<file path="config.mk">
export PLATFORM = sky130hd
export DESIGN_NAME = bank_switch_mapper_108
export DESIGN_NICKNAME = d
export VERILOG_FILES = /design/src/sv/bsm_pkg.sv /design/src/sv/bank_switch_mapper_108.sv /design/src/sv/bsm_cfg.sv /design/src/sv/bsm_bank.sv
export VERILOG_INCLUDE_DIRS = /design/src /design/src/sv
export SDC_FILE = /design/constraint.sdc
export NUM_CORES = 1
export LEC_CHECK = 0
export BUFFER_PORTS_ARGS = -buffer_cell sky130_fd_sc_hd__buf_2
export CORE_MARGIN = 2
export CORE_UTILIZATION = 50
export DETAILED_ROUTE_END_ITERATION = 6
export PLACE_DENSITY = 0.76
export SLEW_MARGIN = 20
export SYNTH_ARGS = -nofsm -noshare
export SYNTH_HDL_FRONTEND = slang
export SYNTH_SLANG_ARGS = --single-unit
</file>
<file path="constraint.sdc">
create_clock -name clk -period 2.6 [get_ports clk]
set_input_delay 0 -clock clk [delete_from_list [all_inputs] [get_ports clk]]
set_output_delay 0 -clock clk [all_outputs]
set_load 0.01 [all_outputs]
</file>
<file path="src/sv/assert_macros.svh">
// assertion macros shared by the bank mapper rtl
`ifndef ASSERT_MACROS_SVH
`define ASSERT_MACROS_SVH

// same-cycle implication, checked outside reset
`define BSM_ASSERT_IMPL(lbl, ante, cons) \
  lbl: assert property (@(posedge clk) disable iff (rst) (ante) |-> (cons)) \
    else $error("%m: implication check failed");

// next-cycle implication, checked outside reset
`define BSM_ASSERT_NEXT(lbl, ante, cons) \
  lbl: assert property (@(posedge clk) disable iff (rst) (ante) |=> (cons)) \
    else $error("%m: next-cycle check failed");

`endif

</file>
<file path="src/sv/bsm_pkg.sv">
// shared types and constants of the bank switch mapper
package bsm_pkg;

  // fixed sizes
  localparam int PRG_BANK_BITS     = 4;
  localparam int CHR_PAGE_BITS_DEF = 7;
  localparam int OFFSET_BITS       = 17;
  localparam int APB_ADDR_BITS     = 4;
  localparam int APB_DATA_BITS     = 32;

  // actions
  localparam logic [1:0] ACT_CPU_WRITE = 2'd0;
  localparam logic [1:0] ACT_CPU_READ  = 2'd1;
  localparam logic [1:0] ACT_PPU_READ  = 2'd2;
  localparam logic [1:0] ACT_UNUSED    = 2'd3;

  // result targets
  localparam logic [1:0] TGT_NONE = 2'd0;
  localparam logic [1:0] TGT_PRG  = 2'd1;
  localparam logic [1:0] TGT_CHR  = 2'd2;
  localparam logic [1:0] TGT_NT   = 2'd3;

  // board variants
  localparam logic [1:0] VAR_NORMAL    = 2'd0;
  localparam logic [1:0] VAR_FIXED_PRG = 2'd1;
  localparam logic [1:0] VAR_SPLIT_CHR = 2'd2;
  localparam logic [1:0] VAR_NT_SELECT = 2'd3;

  // configuration register indexes
  localparam logic [1:0] REG_VARIANT   = 2'd0;
  localparam logic [1:0] REG_VMIRROR   = 2'd1;
  localparam logic [1:0] REG_PRG_MASK  = 2'd2;
  localparam logic [1:0] REG_CHR_MASK  = 2'd3;

  // cpu address decode
  localparam logic [15:0] DEC_MASK     = 16'hE001;
  localparam logic [15:0] DEC_SELECT   = 16'h8000;
  localparam logic [15:0] DEC_LOAD     = 16'h8001;
  localparam logic [7:0]  SPLIT_OR     = 8'h40;

  // configuration seen by the bank logic
  typedef struct packed {
    logic [1:0]               variant;
    logic                     vertical_mirroring;
    logic [PRG_BANK_BITS-1:0] prg_bank_mask;
    logic [6:0]               chr_page_mask;
  } cfg_t;

endpackage

</file>
<file path="src/sv/bank_switch_mapper_108.sv">
// Bank switch mapper: takes one bus access per item (cpu write, cpu read or ppu read) and
// returns one result per item, the target memory and byte offset, or none for writes, the
// unused action and cpu reads below 0x8000. One item is accepted every clock cycle unless
// stalled; the input register holds each item until the result register takes its result.
// Bank register updates from cpu writes take effect for the very next item. The rate is set
// by the single translation stage between the two registers. Configuration must be written
// through the apb port only while no item is in flight; the block does not enforce it.
module bank_switch_mapper_108 #(
  parameter int CHR_PAGE_BITS = bsm_pkg::CHR_PAGE_BITS_DEF
) (
  input  logic                              clk,
  input  logic                              rst,
  // input items
  input  logic                              in_valid,
  output logic                              in_stall,
  input  logic [1:0]                        action,
  input  logic [15:0]                       address,
  input  logic [7:0]                        write_data,
  // result items
  output logic                              out_valid,
  input  logic                              out_stall,
  output logic [1:0]                        target,
  output logic [bsm_pkg::OFFSET_BITS-1:0]   mapped_offset,
  // configuration
  input  logic                              psel,
  input  logic                              penable,
  input  logic                              pwrite,
  input  logic [bsm_pkg::APB_ADDR_BITS-1:0] paddr,
  input  logic [bsm_pkg::APB_DATA_BITS-1:0] pwdata,
  output logic [bsm_pkg::APB_DATA_BITS-1:0] prdata,
  output logic                              pready
);

  bsm_pkg::cfg_t                     cfg;

  logic                              s1_valid;
  logic [1:0]                        s1_action;
  logic [15:0]                       s1_address;
  logic [7:0]                        s1_write_data;

  logic                              out_free;
  logic                              s1_fire;
  logic                              in_accept;
  logic [1:0]                        target_next;
  logic [bsm_pkg::OFFSET_BITS-1:0]   mapped_offset_next;

  // configuration registers
  bsm_cfg u_cfg (
    .clk     (clk),
    .rst     (rst),
    .psel    (psel),
    .penable (penable),
    .pwrite  (pwrite),
    .paddr   (paddr),
    .pwdata  (pwdata),
    .prdata  (prdata),
    .pready  (pready),
    .cfg     (cfg)
  );

  // flow control
  assign out_free  = !out_valid || !out_stall;
  assign s1_fire   = s1_valid && out_free;
  assign in_stall  = s1_valid && !out_free;
  assign in_accept = in_valid && !in_stall;

  // input register
  always_ff @(posedge clk) begin
    if (rst) begin
      s1_valid <= 1'b0;
    end else if (in_accept) begin
      s1_valid <= 1'b1;
    end else if (s1_fire) begin
      s1_valid <= 1'b0;
    end
  end

  always_ff @(posedge clk) begin
    if (in_accept) begin
      s1_action     <= action;
      s1_address    <= address;
      s1_write_data <= write_data;
    end
  end

  // bank state and translation
  bsm_bank #(
    .CHR_PAGE_BITS (CHR_PAGE_BITS)
  ) u_bank (
    .clk           (clk),
    .rst           (rst),
    .cfg           (cfg),
    .upd_en        (s1_fire && (s1_action == bsm_pkg::ACT_CPU_WRITE)),
    .action        (s1_action),
    .address       (s1_address),
    .write_data    (s1_write_data),
    .target        (target_next),
    .mapped_offset (mapped_offset_next)
  );

  // result register
  always_ff @(posedge clk) begin
    if (rst) begin
      out_valid <= 1'b0;
    end else begin
      out_valid <= s1_fire || (out_valid && out_stall);
    end
  end

  always_ff @(posedge clk) begin
    if (s1_fire) begin
      target        <= target_next;
      mapped_offset <= mapped_offset_next;
    end
  end

  // checks
`include "assert_macros.svh"

  `BSM_ASSERT_NEXT(a_fire_gives_result, s1_fire, out_valid)
  `BSM_ASSERT_IMPL(a_stall_only_when_full, in_stall, s1_valid && out_valid && out_stall)
  `BSM_ASSERT_NEXT(a_write_has_no_target, s1_fire && (s1_action == bsm_pkg::ACT_CPU_WRITE),
                   (target == bsm_pkg::TGT_NONE) && (mapped_offset == '0))

endmodule

</file>
<file path="src/sv/bsm_cfg.sv">
// apb configuration registers of the bank switch mapper
module bsm_cfg (
  input  logic                                clk,
  input  logic                                rst,
  input  logic                                psel,
  input  logic                                penable,
  input  logic                                pwrite,
  input  logic [bsm_pkg::APB_ADDR_BITS-1:0]   paddr,
  input  logic [bsm_pkg::APB_DATA_BITS-1:0]   pwdata,
  output logic [bsm_pkg::APB_DATA_BITS-1:0]   prdata,
  output logic                                pready,
  output bsm_pkg::cfg_t                       cfg
);

  logic [1:0] reg_index;
  logic       wr_en;

  assign pready    = 1'b1;
  assign reg_index = paddr[3:2];
  assign wr_en     = psel && penable && pwrite;

  // register writes
  always_ff @(posedge clk) begin
    if (rst) begin
      cfg.variant            <= bsm_pkg::VAR_NORMAL;
      cfg.vertical_mirroring <= 1'b0;
      cfg.prg_bank_mask      <= 4'd15;
      cfg.chr_page_mask      <= 7'd127;
    end else if (wr_en) begin
      unique case (reg_index)
        bsm_pkg::REG_VARIANT:  cfg.variant            <= pwdata[1:0];
        bsm_pkg::REG_VMIRROR:  cfg.vertical_mirroring <= pwdata[0];
        bsm_pkg::REG_PRG_MASK: cfg.prg_bank_mask      <= pwdata[3:0];
        bsm_pkg::REG_CHR_MASK: cfg.chr_page_mask      <= pwdata[6:0];
        default: ;
      endcase
    end
  end

  // register readback
  always_comb begin
    unique case (reg_index)
      bsm_pkg::REG_VARIANT:  prdata = 32'(cfg.variant);
      bsm_pkg::REG_VMIRROR:  prdata = 32'(cfg.vertical_mirroring);
      bsm_pkg::REG_PRG_MASK: prdata = 32'(cfg.prg_bank_mask);
      bsm_pkg::REG_CHR_MASK: prdata = 32'(cfg.chr_page_mask);
      default:               prdata = '0;
    endcase
  end

endmodule

</file>
<file path="src/sv/bsm_bank.sv">
// bank registers and address translation of the bank switch mapper
module bsm_bank #(
  parameter int CHR_PAGE_BITS = bsm_pkg::CHR_PAGE_BITS_DEF
) (
  input  logic                                clk,
  input  logic                                rst,
  input  bsm_pkg::cfg_t                       cfg,
  input  logic                                upd_en,
  input  logic [1:0]                          action,
  input  logic [15:0]                         address,
  input  logic [7:0]                          write_data,
  output logic [1:0]                          target,
  output logic [bsm_pkg::OFFSET_BITS-1:0]     mapped_offset
);

  logic [2:0]                          selected_register;
  logic [CHR_PAGE_BITS-1:0]            chr_window_page [8];
  logic [bsm_pkg::PRG_BANK_BITS-1:0]   prg_window_bank [2];
  logic                                nametable_page  [4];

  logic [15:0]                         dec;
  logic                                do_select;
  logic                                do_load;
  logic [5:0]                          pair_page;
  logic [7:0]                          single_page;
  logic [2:0]                          reg_sel;

  logic [bsm_pkg::PRG_BANK_BITS-1:0]   prg_bank;
  logic [7:0]                          chr_page;
  logic [13:0]                         ppu_addr;
  logic                                nt_page;

  // cpu write decode
  assign dec         = address & bsm_pkg::DEC_MASK;
  assign do_select   = upd_en && (dec == bsm_pkg::DEC_SELECT);
  assign do_load     = upd_en && (dec == bsm_pkg::DEC_LOAD);
  assign reg_sel     = selected_register;
  assign pair_page   = {write_data[5:1], 1'b0};
  assign single_page = {2'b00, write_data[5:0]} |
                       ((cfg.variant == bsm_pkg::VAR_SPLIT_CHR) ? bsm_pkg::SPLIT_OR : 8'h00);

  // bank register updates
  always_ff @(posedge clk) begin
    if (rst) begin
      selected_register <= '0;
      for (int i = 0; i < 8; i++) begin
        chr_window_page[i] <= CHR_PAGE_BITS'(i);
      end
      prg_window_bank[0] <= '0;
      prg_window_bank[1] <= bsm_pkg::PRG_BANK_BITS'(1);
      for (int i = 0; i < 4; i++) begin
        nametable_page[i] <= 1'b0;
      end
    end else begin
      if (do_select) begin
        selected_register <= write_data[2:0];
      end
      if (do_load) begin
        priority if (reg_sel < 3'd2) begin
          chr_window_page[{1'b0, reg_sel[0], 1'b0}] <= CHR_PAGE_BITS'(8'(pair_page));
          chr_window_page[{1'b0, reg_sel[0], 1'b1}] <=
            CHR_PAGE_BITS'(8'(pair_page | 6'd1));
          if (cfg.variant == bsm_pkg::VAR_NT_SELECT) begin
            nametable_page[{reg_sel[0], 1'b0}] <= write_data[5];
            nametable_page[{reg_sel[0], 1'b1}] <= write_data[5];
          end
        end else if (reg_sel < 3'd6) begin
          chr_window_page[reg_sel + 3'd2] <= CHR_PAGE_BITS'(single_page);
        end else if (cfg.variant != bsm_pkg::VAR_FIXED_PRG) begin
          prg_window_bank[reg_sel[0]] <= write_data[3:0];
        end
      end
      // single-screen select on any write in rom space, split chr variant only
      if (upd_en && (cfg.variant == bsm_pkg::VAR_SPLIT_CHR) && address[15]) begin
        for (int i = 0; i < 4; i++) begin
          nametable_page[i] <= write_data[6];
        end
      end
    end
  end

  // prg bank per 8 KiB window, last two windows fixed
  always_comb begin
    unique case (address[14:13])
      2'd0:    prg_bank = prg_window_bank[0];
      2'd1:    prg_bank = prg_window_bank[1];
      2'd2:    prg_bank = cfg.prg_bank_mask - 4'd1;
      default: prg_bank = cfg.prg_bank_mask;
    endcase
  end

  assign ppu_addr = address[13:0];
  assign chr_page = 8'(chr_window_page[ppu_addr[12:10]]) & {1'b0, cfg.chr_page_mask};

  // nametable page by mirroring mode
  always_comb begin
    priority if (cfg.variant == bsm_pkg::VAR_SPLIT_CHR ||
                 cfg.variant == bsm_pkg::VAR_NT_SELECT) begin
      nt_page = nametable_page[ppu_addr[11:10]];
    end else if (cfg.vertical_mirroring) begin
      nt_page = ppu_addr[10];
    end else begin
      nt_page = ppu_addr[11];
    end
  end

  // address translation
  always_comb begin
    target        = bsm_pkg::TGT_NONE;
    mapped_offset = '0;
    unique case (action)
      bsm_pkg::ACT_CPU_READ: begin
        if (address[15]) begin
          target        = bsm_pkg::TGT_PRG;
          mapped_offset = {prg_bank & cfg.prg_bank_mask, address[12:0]};
        end
      end
      bsm_pkg::ACT_PPU_READ: begin
        if (!ppu_addr[13]) begin
          target        = bsm_pkg::TGT_CHR;
          mapped_offset = {chr_page[6:0], ppu_addr[9:0]};
        end else begin
          target        = bsm_pkg::TGT_NT;
          mapped_offset = {6'd0, nt_page, ppu_addr[9:0]};
        end
      end
      bsm_pkg::ACT_CPU_WRITE, bsm_pkg::ACT_UNUSED: begin
        target        = bsm_pkg::TGT_NONE;
        mapped_offset = '0;
      end
      default: ;
    endcase
  end

endmodule
</file>
Word level (Yosys, flattened, before mapping). Memories as Yosys holds them, arrays and structs flattened. A register that Yosys moved wholly into a read port is not among the register bits. Cells that the tools add are included.

$add $sub $neg: 2. Order comparisons: 2. Equality and inequality tests: 13. Multiplexer cells: 62. Bitwise gates (word level): 7. Reductions and logical operators: 33.

Operators with widths (number): case mux 32 bit (4 select lines) (1); case mux 17 bit (3 select lines) (1); two-way mux 1 bit (44); two-way mux 17 bit (2); two-way mux 7 bit (4); OR reduction 7 bit (3); == test 2 bit, second input constant (7); two-way mux 3 bit (4); case mux 4 bit (3 select lines) (1); logical AND 1 bit (11); == test 4 bit, second input constant (2); AND reduction 2 bit (4); bitwise AND 7 bit (1); bitwise OR 6 x 7 -> 7 bit (1); == test 2 x 1 -> 1 bit, second input constant (3); logical NOT 2 bit (3); two-way mux 2 bit (3); case mux 2 bit (3 select lines) (1); bitwise AND 4 bit (1); logical NOT 1 bit (4); two-way mux 4 bit (1); bitwise OR 1 bit (4); OR reduction 4 bit (1); subtractor 4 x 1 -> 4 bit, second input constant (1); 8 further kinds (11).

Register bits after elaboration: 63. Bits in writable memories: 68. Input bits: 69. Output and inout port bits: 54. Logic and storage cells: 134. Memories: 3.

Memory list: u_bank.chr_window_page (depth 8, bits a word 7, rd ports 1, clocked after Yosys merged registers in 1, wr ports 8, line bsm_bank.sv:17) `logic [CHR_PAGE_BITS-1:0] chr_window_page [8];`; u_bank.prg_window_bank (depth 2, bits a word 4, rd ports 2, clocked after Yosys merged registers in 0, wr ports 2, line bsm_bank.sv:18) `logic [bsm_pkg::PRG_BANK_BITS-1:0] prg_window_bank [2];`; u_bank.nametable_page (depth 4, bits a word 1, rd ports 1, clocked after Yosys merged registers in 1, wr ports 4, line bsm_bank.sv:19) `logic nametable_page [4];`.

Logic depth before layout (Yosys ltp). Gate-level depths: netlist of the first run.

Word-level depth: 11. Depth in mapped cells: 7. Gate-level depth less buffers: 6.

Cells and area by module. Synthesis of the first run repeated with hierarchy kept, for this count alone.

Cell total of the unflattened synthesis: 471. Area total of the unflattened synthesis: 6080.8 µm².

By module, submodules not included: bsm_bank (instances 1, cells each 315, area an instance 3719.8 µm², sequential area each 2072.0 µm²); bank_switch_mapper_108 (instances 1, cells each 56, area an instance 1445.1 µm², sequential area each 1391.3 µm²); bsm_cfg (instances 1, cells each 100, area an instance 915.9 µm², sequential area each 280.3 µm²).

Worst setup path after synthesis of the first run. No wires, ideal clock.

Kind: register to register. Start point: register out_valid. End point: memory u_bank.chr_window_page[2][0] (netlist name) (enable). Library setup time: 0.381 ns. Data arrival time: 2.096 ns. Path slack: 0.123 ns. Cell stages (with the launch flop): 5. Buffers on the path: 1. Clock period less this slack: 2.477 ns. Cells stage by stage: dfxtp_1 > a21boi_2 > nand3_2 > clkbuf_1 > o21ai_0.

RTL lines: from (decl) (line bank_switch_mapper_108.sv:20) `output logic out_valid,`; from (signal assigned) (line bank_switch_mapper_108.sv:106) `out_valid <= s1_fire || (out_valid && out_stall);`; to (decl) (line bsm_bank.sv:17).

==> results of run 1 <==
-- registers in the layout, indices dropped and copies added (netlist names), named ones only --
name                    cells
target                      2
s1_write_data               7
out_valid                   1
s1_address                 16
s1_valid                    1
u_bank.prg_window_bank      8
u_bank.reg_sel              3
mapped_offset              17
u_bank.chr_window_page     56
s1_action                   2
u_bank.nametable_page       3
u_cfg.cfg                  14
-- layout make-up --
class	instances	area [um2]	area share, %
clock inverter	15	205	2.76
sequential	133	3770	50.7
tap	147	184	2.47
inverter	16	60.1	0.807
timing repair buffer	113	766	10.3
clock buffer	17	425	5.72
multi-input combinational	305	2020	27.2
-- metal layers --
metal	routed length (um)	vias to the layer above	global-route usage, %	share of wire [%]
li1	-	1909	-	-
met1	5400	1930	27.7	41
met2	6560	186	36.1	49
met3	894	35	5.35	6.7
met4	407	0	8.86	3.1
met5	0	-	0	0
-- critical path, cell delays in order (launching register included) --
cell and delay (ns):
dfxtp_1 0.39, inv_1 0.08, ha_1 0.39, nor4b_2 0.41, nand3_1 0.35, nand2_1 0.39
-- metrics by stage --
step	total power (W)	std cells
4_1_cts	0.00535	746
3_3_place_gp	0.00279	679
3_5_place_dp	0.00280	679
6_report	0.00534	746
5_1_grt	0.00549	746
2_1_floorplan	0.00270	499
-- path summary, 6_finish.rpt --
check        depth (start not counted)                            to              start  slack (ns)
max                                  5  u_bank.chr_window_page[0][5]  u_bank.reg_sel[1]        0.24
min reg2reg                          2                     out_valid           s1_valid        0.48
max reg2reg                          5  u_bank.chr_window_page[0][5]  u_bank.reg_sel[1]        0.24
min                                  4                 u_cfg.cfg[11]           paddr[3]        0.11
-- power groups by stage --
| stage | sequential [W] | combinational [W] | clock, W |
|---|---|---|---|
| floorplan | 0.00246 | 0.000235 | 0 |
| global route | 0.00245 | 0.000387 | 0.00265 |
| CTS | 0.00245 | 0.000355 | 0.00255 |
| global placement | 0.00249 | 0.000303 | 0 |
| detailed placement | 0.00249 | 0.000310 | 0 |
| finish | 0.00245 | 0.000356 | 0.00253 |
-- cell usage in the layout (no fill, tap or decap), types with 11 or more instances in the layout --
master / count
conb_1: 26
dlygate4sd3_1: 35
inv_1: 15
edfxtp_1: 111
a21oi_1: 14
buf_2: 68
mux2i_1: 33
dfxtp_1: 22
nand2_1: 34
and2_1: 27
clkbuf_16: 17
nor2_1: 42
nand3_1: 11
-- cells by family (layout without fill, tap and decap cells) --
logic type	Yosys count	after routing	synth area share, %
and+or+nand+nor	182	182	16.6
DFF	133	133	62.3
buffers and inverters	61	161	5.78
AOI/OAI and AO/OA	48	48	5.23
muxes	44	44	8.98
adders and majority gates	5	5	1.03
other	2	26	0.124
==> flow_summary_export.csv, run 1 <==
group,metric,value,unit
synth,synthesis.area,6060,um2
clock_network,clock_path_buffers,2,
floorplan,die_h,114,um
pwr,p_sw,0.00118,W
routing,via_count,4060,
floorplan,die_x,114,um
final_layout,fill_cells,885,
sta,timing.final.crit_period,2.36,ns
hold_path,hold_class,"in2reg",
routing,first_iter_violations,365,
setup_path,cp_max_fo,7,
synth,synth_flop_cell,"edfxtp_1",
routing,drc,0,
sta,fin_skew,0.00657,ns
pwr,leakagePower,2.90,nW
floorplan,coreArea,11900,um2
final_layout,final_util,62.4,%
synth,synthTopCellsByCount,"111 x edfxtp_1, 42 x nor2_1, 34 x nand2_1",
setup_path,cp-end-kind,"flip-flop",
grt,grt_pass1_vias,3988,
synth,synthTopCellsByArea,"edfxtp_1 55%, dfxtp_1 7.3%, mux2i_1 5.5%, buf_4 3.7%, mux4_2 3.0%",
synth,synth_top_area_cell,"edfxtp_1",
clock_network,cts_sinks,133,
place,port_buffers,68,
clock_network,clock-root-buffer,"clkbuf_16",
final_layout,areaGrowthSynthToFinish,22.8,%
clock_network,path_clk_slew,0.06,ns
sta,slew_viol_final,0,
pwr,power.density,717,nW/um2
routing,wl_per_cell,17.8,um
setup_path,cp.arrival,2.45,ns
job,maxCapViolCount,0,
floorplan,rows,40,
clock_network,cts_buffers,17,
synth,synth_edf_count,111,
grt,grt_pass1_wl,21.0,mm
clock_network,cts_resized,0,
sta,fmax,423,MHz
routing,drt_wl_total,13.3,mm
sta,hold_ws,0.112,ns
final_layout,antenna_cells,0,
synth,seq_area_frac_synth,62.3,%
floorplan,dieArea,13000,um2
sta,final-hold-violation-count,0,
place,hpwl,9.29,mm
clock_network,clk_latency,0.42,ns
synth,syn_area_per_cell,12.8,um2
pwr,power_frac_seq,45.8,%
grt,grt_remaining_overflow,0,
synth,synth_top_area_share,55.0,%
clock_network,ctsHoldBuffers,35,
pwr,power_frac_comb,6.7,%
sta,rsz0062_at_grt,"false",
synth,synth.most_common_cell,"edfxtp_1",
place,dp_slack,0.325,ns
pwr,clkPwrFrac,47.5,%
sta,slew_headroom,59.6,%
sta,max_slew.worst_pin.slew,0.603,ns
clock_network,cts_setup_buffers,0,
routing,vias_per_cell,5.44,
clock_network,cts_max_level,4,
floorplan,ios,123,
synth,async_flop_share,0,%
sta,finalSetupViolations,0,
grt,grt_max_degree,26,
routing,first_pass_iters,5,
setup_path,criticalPathCategory,"reg2reg",
grt,antenna_found_initial,0,
sta,min_period_over_period,90.8,%
grt,grt_usage,21.8,%
run_status,status,"completed",
place,globalplace.congestion,0.944,
synth,ys_seq_elements,133,
routing,antenna_left,0,
synth,synth_cell_types,56,
synth,yosysWarnings,0,
pwr,ir_drop,0.445,mV
pwr,power.internal,0.00416,W
setup_path,cp.required,2.68,ns
clock_network,cts_tree,"yes",
final_layout,final_cell_area,7440,um2
floorplan,initial_core_util,50.9,%
pwr,p_sw_share,22.1,%
final_layout,final_nets,660,
setup_path,start_kind,"flip-flop",
sta,setup-tns-final,0,ns
final_layout,drive_gt1_share,23.2,%
place,dpl-instance-area,6460,um2
sta,setup_ws,0.238,ns
synth,syn_inst,475,
Note: power is estimated with default switching activity, not from simulation.
==> run 2: changes to the inputs <==
--- a/config.mk
+++ b/config.mk
@@ -7,10 +7,12 @@
 export NUM_CORES = 1
 export LEC_CHECK = 0
 export BUFFER_PORTS_ARGS = -buffer_cell sky130_fd_sc_hd__buf_2
+export CORE_ASPECT_RATIO = 0.75
 export CORE_MARGIN = 2
 export CORE_UTILIZATION = 50
 export DETAILED_ROUTE_END_ITERATION = 6
 export PLACE_DENSITY = 0.76
+export REMOVE_ABC_BUFFERS = 1
 export SLEW_MARGIN = 20
 export SYNTH_ARGS = -nofsm -noshare
 export SYNTH_HDL_FRONTEND = slang
==> flow_summary_export.csv, run 2 (synthesis gave the netlist of run 1 again) <==
group,metric,value,unit
run_status,status,"completed",
sta,max_slew.worst_pin.slew,0.592,ns
sta,setup-tns-final,0,ns
floorplan,coreArea,11700,um2
setup_path,path_cells,"inv_1 > ha_1 > nor4b_2 > nand4_1 > nand2_1",
setup_path,r2r_slack,0.33,ns
setup_path,reg2regPathDepth,5,
grt,grt_usage,21.9,%
clock_network,cts_buffers,17,
clock_network,cts_tree,"yes",
final_layout,final_cell_area,7440,um2
routing,wl_per_cell,17.9,um
sta,slew_headroom,60.5,%
final_layout,final_nets,663,
floorplan,initial_core_util,51.8,%
routing,first_pass_iters,6,
final_layout,multi_input_area,2020,um2
place,globalplace.congestion,0.892,
place,dpl-instance-area,6490,um2
sta,rsz0062_at_grt,"false",
routing,drt_wl_total,13.7,mm
place,hpwl,9.81,mm
grt,grt_pass1_vias,4095,
floorplan,ios,123,
final_layout,final_common_cell,"edfxtp_1",
final_layout,antenna_cells,0,
floorplan,die_x,131,um
routing,drc,0,
sta,timing.final.crit_period,2.27,ns
sta,min_period_over_period,87.4,%
final_layout,drive_gt1_share,23.1,%
setup_path,cp_max_fo,7,
final_layout,largest_reg_flops,56,
setup_path,worstReg2RegEnd,"u_bank.chr_window_page[6][1]",
final_layout,top_regs,"u_bank.chr_window_page (56), mapped_offset (17), s1_address (16)",
routing,first_iter_violations,476,
final_layout,layout_common_cells,"111 x edfxtp_1, 68 x buf_2, 42 x nor2_1",
clock_network,clock_path_buffers,2,
setup_path,max_stage_delay,0.43,ns
floorplan,dieArea,13000,um2
job,maxCapViolCount,0,
clock_network,cts_sinks,133,
hold_path,hold_class,"in2reg",
final_layout,areaGrowthSynthToFinish,22.8,%
grt,grt_remaining_overflow,0,
pwr,power.density,696,nW/um2
grt,grt_pass1_wl,21.5,mm
floorplan,rows,34,
clock_network,clock-root-buffer,"clkbuf_16",
sta,fin_skew,0.00893,ns
setup_path,cp.required,2.69,ns
setup_path,cp.arrival,2.36,ns
final_layout,fill_cells,865,
final_layout,regMostFlops,"u_bank.chr_window_page",
routing,antenna_left,0,
setup_path,slowest_stage,"nor4b_2",
sta,final-hold-violation-count,0,
final_layout,final_util,63.6,%
setup_path,r2r_start,"u_bank.reg_sel[1]",
sta,finalSetupViolations,0,
place,port_buffers,68,
setup_path,endpoint,"u_bank.chr_window_page[6][1]",
pwr,leakagePower,2.90,nW
setup_path,start_kind,"flip-flop",
routing,via_count,4124,
floorplan,die_h,99.3,um
setup_path,cp-end-kind,"flip-flop",
sta,slew_viol_final,0,
pwr,ir_drop,0.447,mV
setup_path,startpoint,"u_bank.reg_sel[1]",
sta,hold_ws,0.104,ns
grt,antenna_found_initial,0,
clock_network,clk_latency,0.41,ns
clock_network,path_clk_slew,0.06,ns
grt,grt_max_degree,26,
final_layout,seq_area,3770,um2
sta,fmax,440,MHz
setup_path,criticalPathCategory,"reg2reg",
routing,vias_per_cell,5.40,
clock_network,cts_max_level,4,
==> run 2: cell types whose count changed in the layout (fill, tap and decap cells not counted) <==
cell / change
buf_4: +2
bufinv_16: -1
clkbuf_1: +2
clkinv_2: +3
clkinv_4: -1
clkinvlp_4: -2
dlygate4sd3_1: +1
inv_6: -1
==> run 2: stage by stage <==
stage,cells,total power (W),setup WS (ns)
detailed placement,696,0.00281,0.389
floorplan,454,0.00266,0.124
global placement,696,0.00279,0.509
global route,764,0.00533,0.157
finish,764,0.00518,0.327
CTS,764,0.00520,0.371
==> run 2: repair_timing <==
| item | in CTS | in global routing |
|---|---|---|
| hold buffers | 36 | 0 |
| endpoints found under the setup margin | 0 | 0 |
| setup buffers | 0 | 0 |
| gates resized for setup | 0 | 0 |
| hold endpoints to repair | 44 | 0 |
==> run 2: worst min path at each step <==
| stage | from | end | slack (ns) | depth (start not counted) |
|---|---|---|---|---|
| after global routing | paddr[3] | u_cfg.cfg[11] | 0.16 | 4 |
| after floorplan | rst | out_valid | 0.07 | 1 |
| after CTS | paddr[3] | u_cfg.cfg[11] | 0.10 | 4 |
| final | paddr[3] | u_cfg.cfg[11] | 0.10 | 4 |
| after global placement | write_data[5] | s1_write_data[5] | 0.18 | 1 |
| after detailed placement | address[2] | s1_address[2] | 0.18 | 1 |
==> run 2: worst max-delay path, delay by kind of cell, from the launching register on <==
family,cells,cell delay [ns]
simple gates,3,1.08
fa+ha+maj,1,0.39
flops,1,0.38
buf+inv,1,0.09
==> run 2: per-layer routing <==
layer	vias up	track usage, %	wire, um
li1	1913	-	-
met1	1969	29.4	5890
met2	219	34.0	6170
met3	23	7.24	1400
met4	0	7.02	200
met5	-	0	0
==> run 2: where the power goes <==
group / switching, W / internal [W]
clock network: 0.000864 / 0.00150
logic: 0.000198 / 0.000162
registers: 0.0000609 / 0.00239
==> run 2: layout make-up <==
class	instances	area share, %
Clock buffer	19	5.82
Clock inverter	13	2.12
Inverter	16	0.807
Multi-Input combinational cell	305	27.2
Sequential cell	133	50.7
Tap cell	162	2.72
Timing Repair Buffer	116	10.6
==> run 3: changes to the inputs <==
--- a/config.mk
+++ b/config.mk
@@ -12,7 +12,6 @@
 export CORE_UTILIZATION = 50
 export DETAILED_ROUTE_END_ITERATION = 6
 export PLACE_DENSITY = 0.76
-export REMOVE_ABC_BUFFERS = 1
 export SLEW_MARGIN = 20
 export SYNTH_ARGS = -nofsm -noshare
 export SYNTH_HDL_FRONTEND = slang
==> constraint.sdc (replaced) <==
create_clock -name clk -period 2.6 [get_ports clk]
set_input_delay 0 -clock clk [delete_from_list [all_inputs] [get_ports clk]]
set_output_delay 0 -clock clk [all_outputs]
set_load 0.005 [all_outputs]
==> flow_summary_export.csv, run 3 (synthesis gave the netlist of run 1 again) <==
group,metric,value,unit
clock_network,cts_tree,"yes",
clock_network,cts_max_level,4,
pwr,ir_drop,0.787,mV
place,globalplace.congestion,0.869,
final_layout,regMostFlops,"u_bank.chr_window_page",
pwr,power.density,717,nW/um2
grt,antenna_found_initial,0,
clock_network,cts_buffers,17,
final_layout,drive_gt1_share,22.6,%
sta,timing.final.crit_period,2.26,ns
sta,slew_viol_final,0,
clock_network,path_clk_slew,0.06,ns
setup_path,cp-end-kind,"flip-flop",
hold_path,hold_class,"in2reg",
routing,vias_per_cell,5.49,
pwr,leakagePower,2.92,nW
clock_network,cts_sinks,133,
sta,final-hold-violation-count,0,
routing,drt_wl_total,13.9,mm
final_layout,areaGrowthSynthToFinish,23.5,%
setup_path,cp_max_fo,10,
floorplan,initial_core_util,51.8,%
floorplan,die_x,131,um
sta,fmax,442,MHz
final_layout,fill_cells,864,
sta,min_period_over_period,87.1,%
routing,wl_per_cell,18.2,um
grt,grt_pass1_vias,3906,
final_layout,top_regs,"u_bank.chr_window_page (56), mapped_offset (17), s1_address (16)",
clock_network,clock-root-buffer,"clkbuf_16",
final_layout,antenna_cells,0,
routing,first_iter_violations,503,
floorplan,ios,123,
grt,grt_max_degree,25,
clock_network,clock_path_buffers,2,
final_layout,final_util,63.9,%
final_layout,layout_common_cells,"111 x edfxtp_1, 68 x buf_2, 42 x nor2_1",
setup_path,start_kind,"flip-flop",
routing,antenna_left,0,
final_layout,largest_reg_flops,56,
place,hpwl,9.63,mm
floorplan,die_h,99.3,um
place,port_buffers,68,
floorplan,rows,34,
setup_path,criticalPathCategory,"reg2reg",
clock_network,cts_setup_buffers,0,
sta,fin_skew,0.00849,ns
setup_path,cp.required,2.70,ns
final_layout,final_common_cell,"edfxtp_1",
routing,first_pass_iters,6,
sta,max_slew.worst_pin.slew,0.567,ns
pwr,power,0.00536,W
final_layout,final_nets,662,
floorplan,dieArea,13000,um2
grt,grt_usage,22.2,%
setup_path,cp.arrival,2.36,ns
job,maxCapViolCount,0,
sta,slew_headroom,61.7,%
sta,setup-tns-final,0,ns
grt,grt_remaining_overflow,0,
sta,finalSetupViolations,0,
clock_network,clk_latency,0.42,ns
place,dpl-instance-area,6500,um2
routing,via_count,4191,
final_layout,final_cell_area,7480,um2
grt,grt_pass1_wl,21.5,mm
run_status,status,"completed",
routing,drc,0,
sta,rsz0062_at_grt,"false",
floorplan,coreArea,11700,um2
-- run 3: cell count changes in the layout (fill, tap and decap cells not counted) --
cell	delta
buf_12	+1
clkinvlp_4	-1
clkbuf_1	+3
clkinv_2	-2
dlygate4sd3_1	-1
bufinv_16	+2
inv_6	-1
buf_4	-1
clkinv_4	-1
-- run 3: final timing paths --
path | from | to | slack, ns | cells past startpoint
max reg2reg | s1_action[0] | u_bank.chr_window_page[5][0] | 0.34 | 4
max | s1_action[0] | u_bank.chr_window_page[5][0] | 0.34 | 4
min | paddr[3] | u_cfg.cfg[11] | 0.08 | 4
min reg2reg | s1_valid | out_valid | 0.49 | 2
-- run 3: power by group --
group | switching (W) | internal (W)
sequential | 0.0000561 | 0.00239
combinational | 0.000188 | 0.000165
clock | 0.000870 | 0.00170
-- run 3: layout make-up --
type	count	area (um2)	share of cell area (%)
repair buffers	115	793	10.6
flip-flops and latches	133	3770	50.4
clock inverters	10	183	2.44
inverters	16	60.1	0.803
clock buffers	22	444	5.94
multi-input cells	305	2020	27.1
well taps	162	203	2.71
-- run 3: worst max-delay path, cell delays in order, from the launching register on --
cell and delay (ns):
edfxtp_1 0.46, nor3b_4 0.34, and2_1 0.43, nand4_1 0.35, nand2_1 0.35
-- run 3: through the flow --
stage | hold WS, ns | instances | worst slack [ns]
after floorplan | 0.0989 | 499 | 0.149
after global placement | 0.177 | 696 | 0.456
after detailed placement | 0.178 | 696 | 0.365
after CTS | 0.0750 | 763 | 0.359
after global routing | 0.164 | 763 | 0.156
final | 0.0828 | 763 | 0.336
-- run 3: layer usage --
layer	vias up	track usage (%)	wire, um
met2	232	33.0	6220
met4	0	7.94	256
met5	-	0	0
met1	2023	31.6	6040
li1	1912	-	-
met3	24	6.12	1370
-- run 3: timing repair --
item | in CTS | in global routing
resized for setup | 0 | 0
hold buffers | 35 | 0
setup endpoints to repair | 0 | 0
endpoints found under the hold margin | 47 | 0
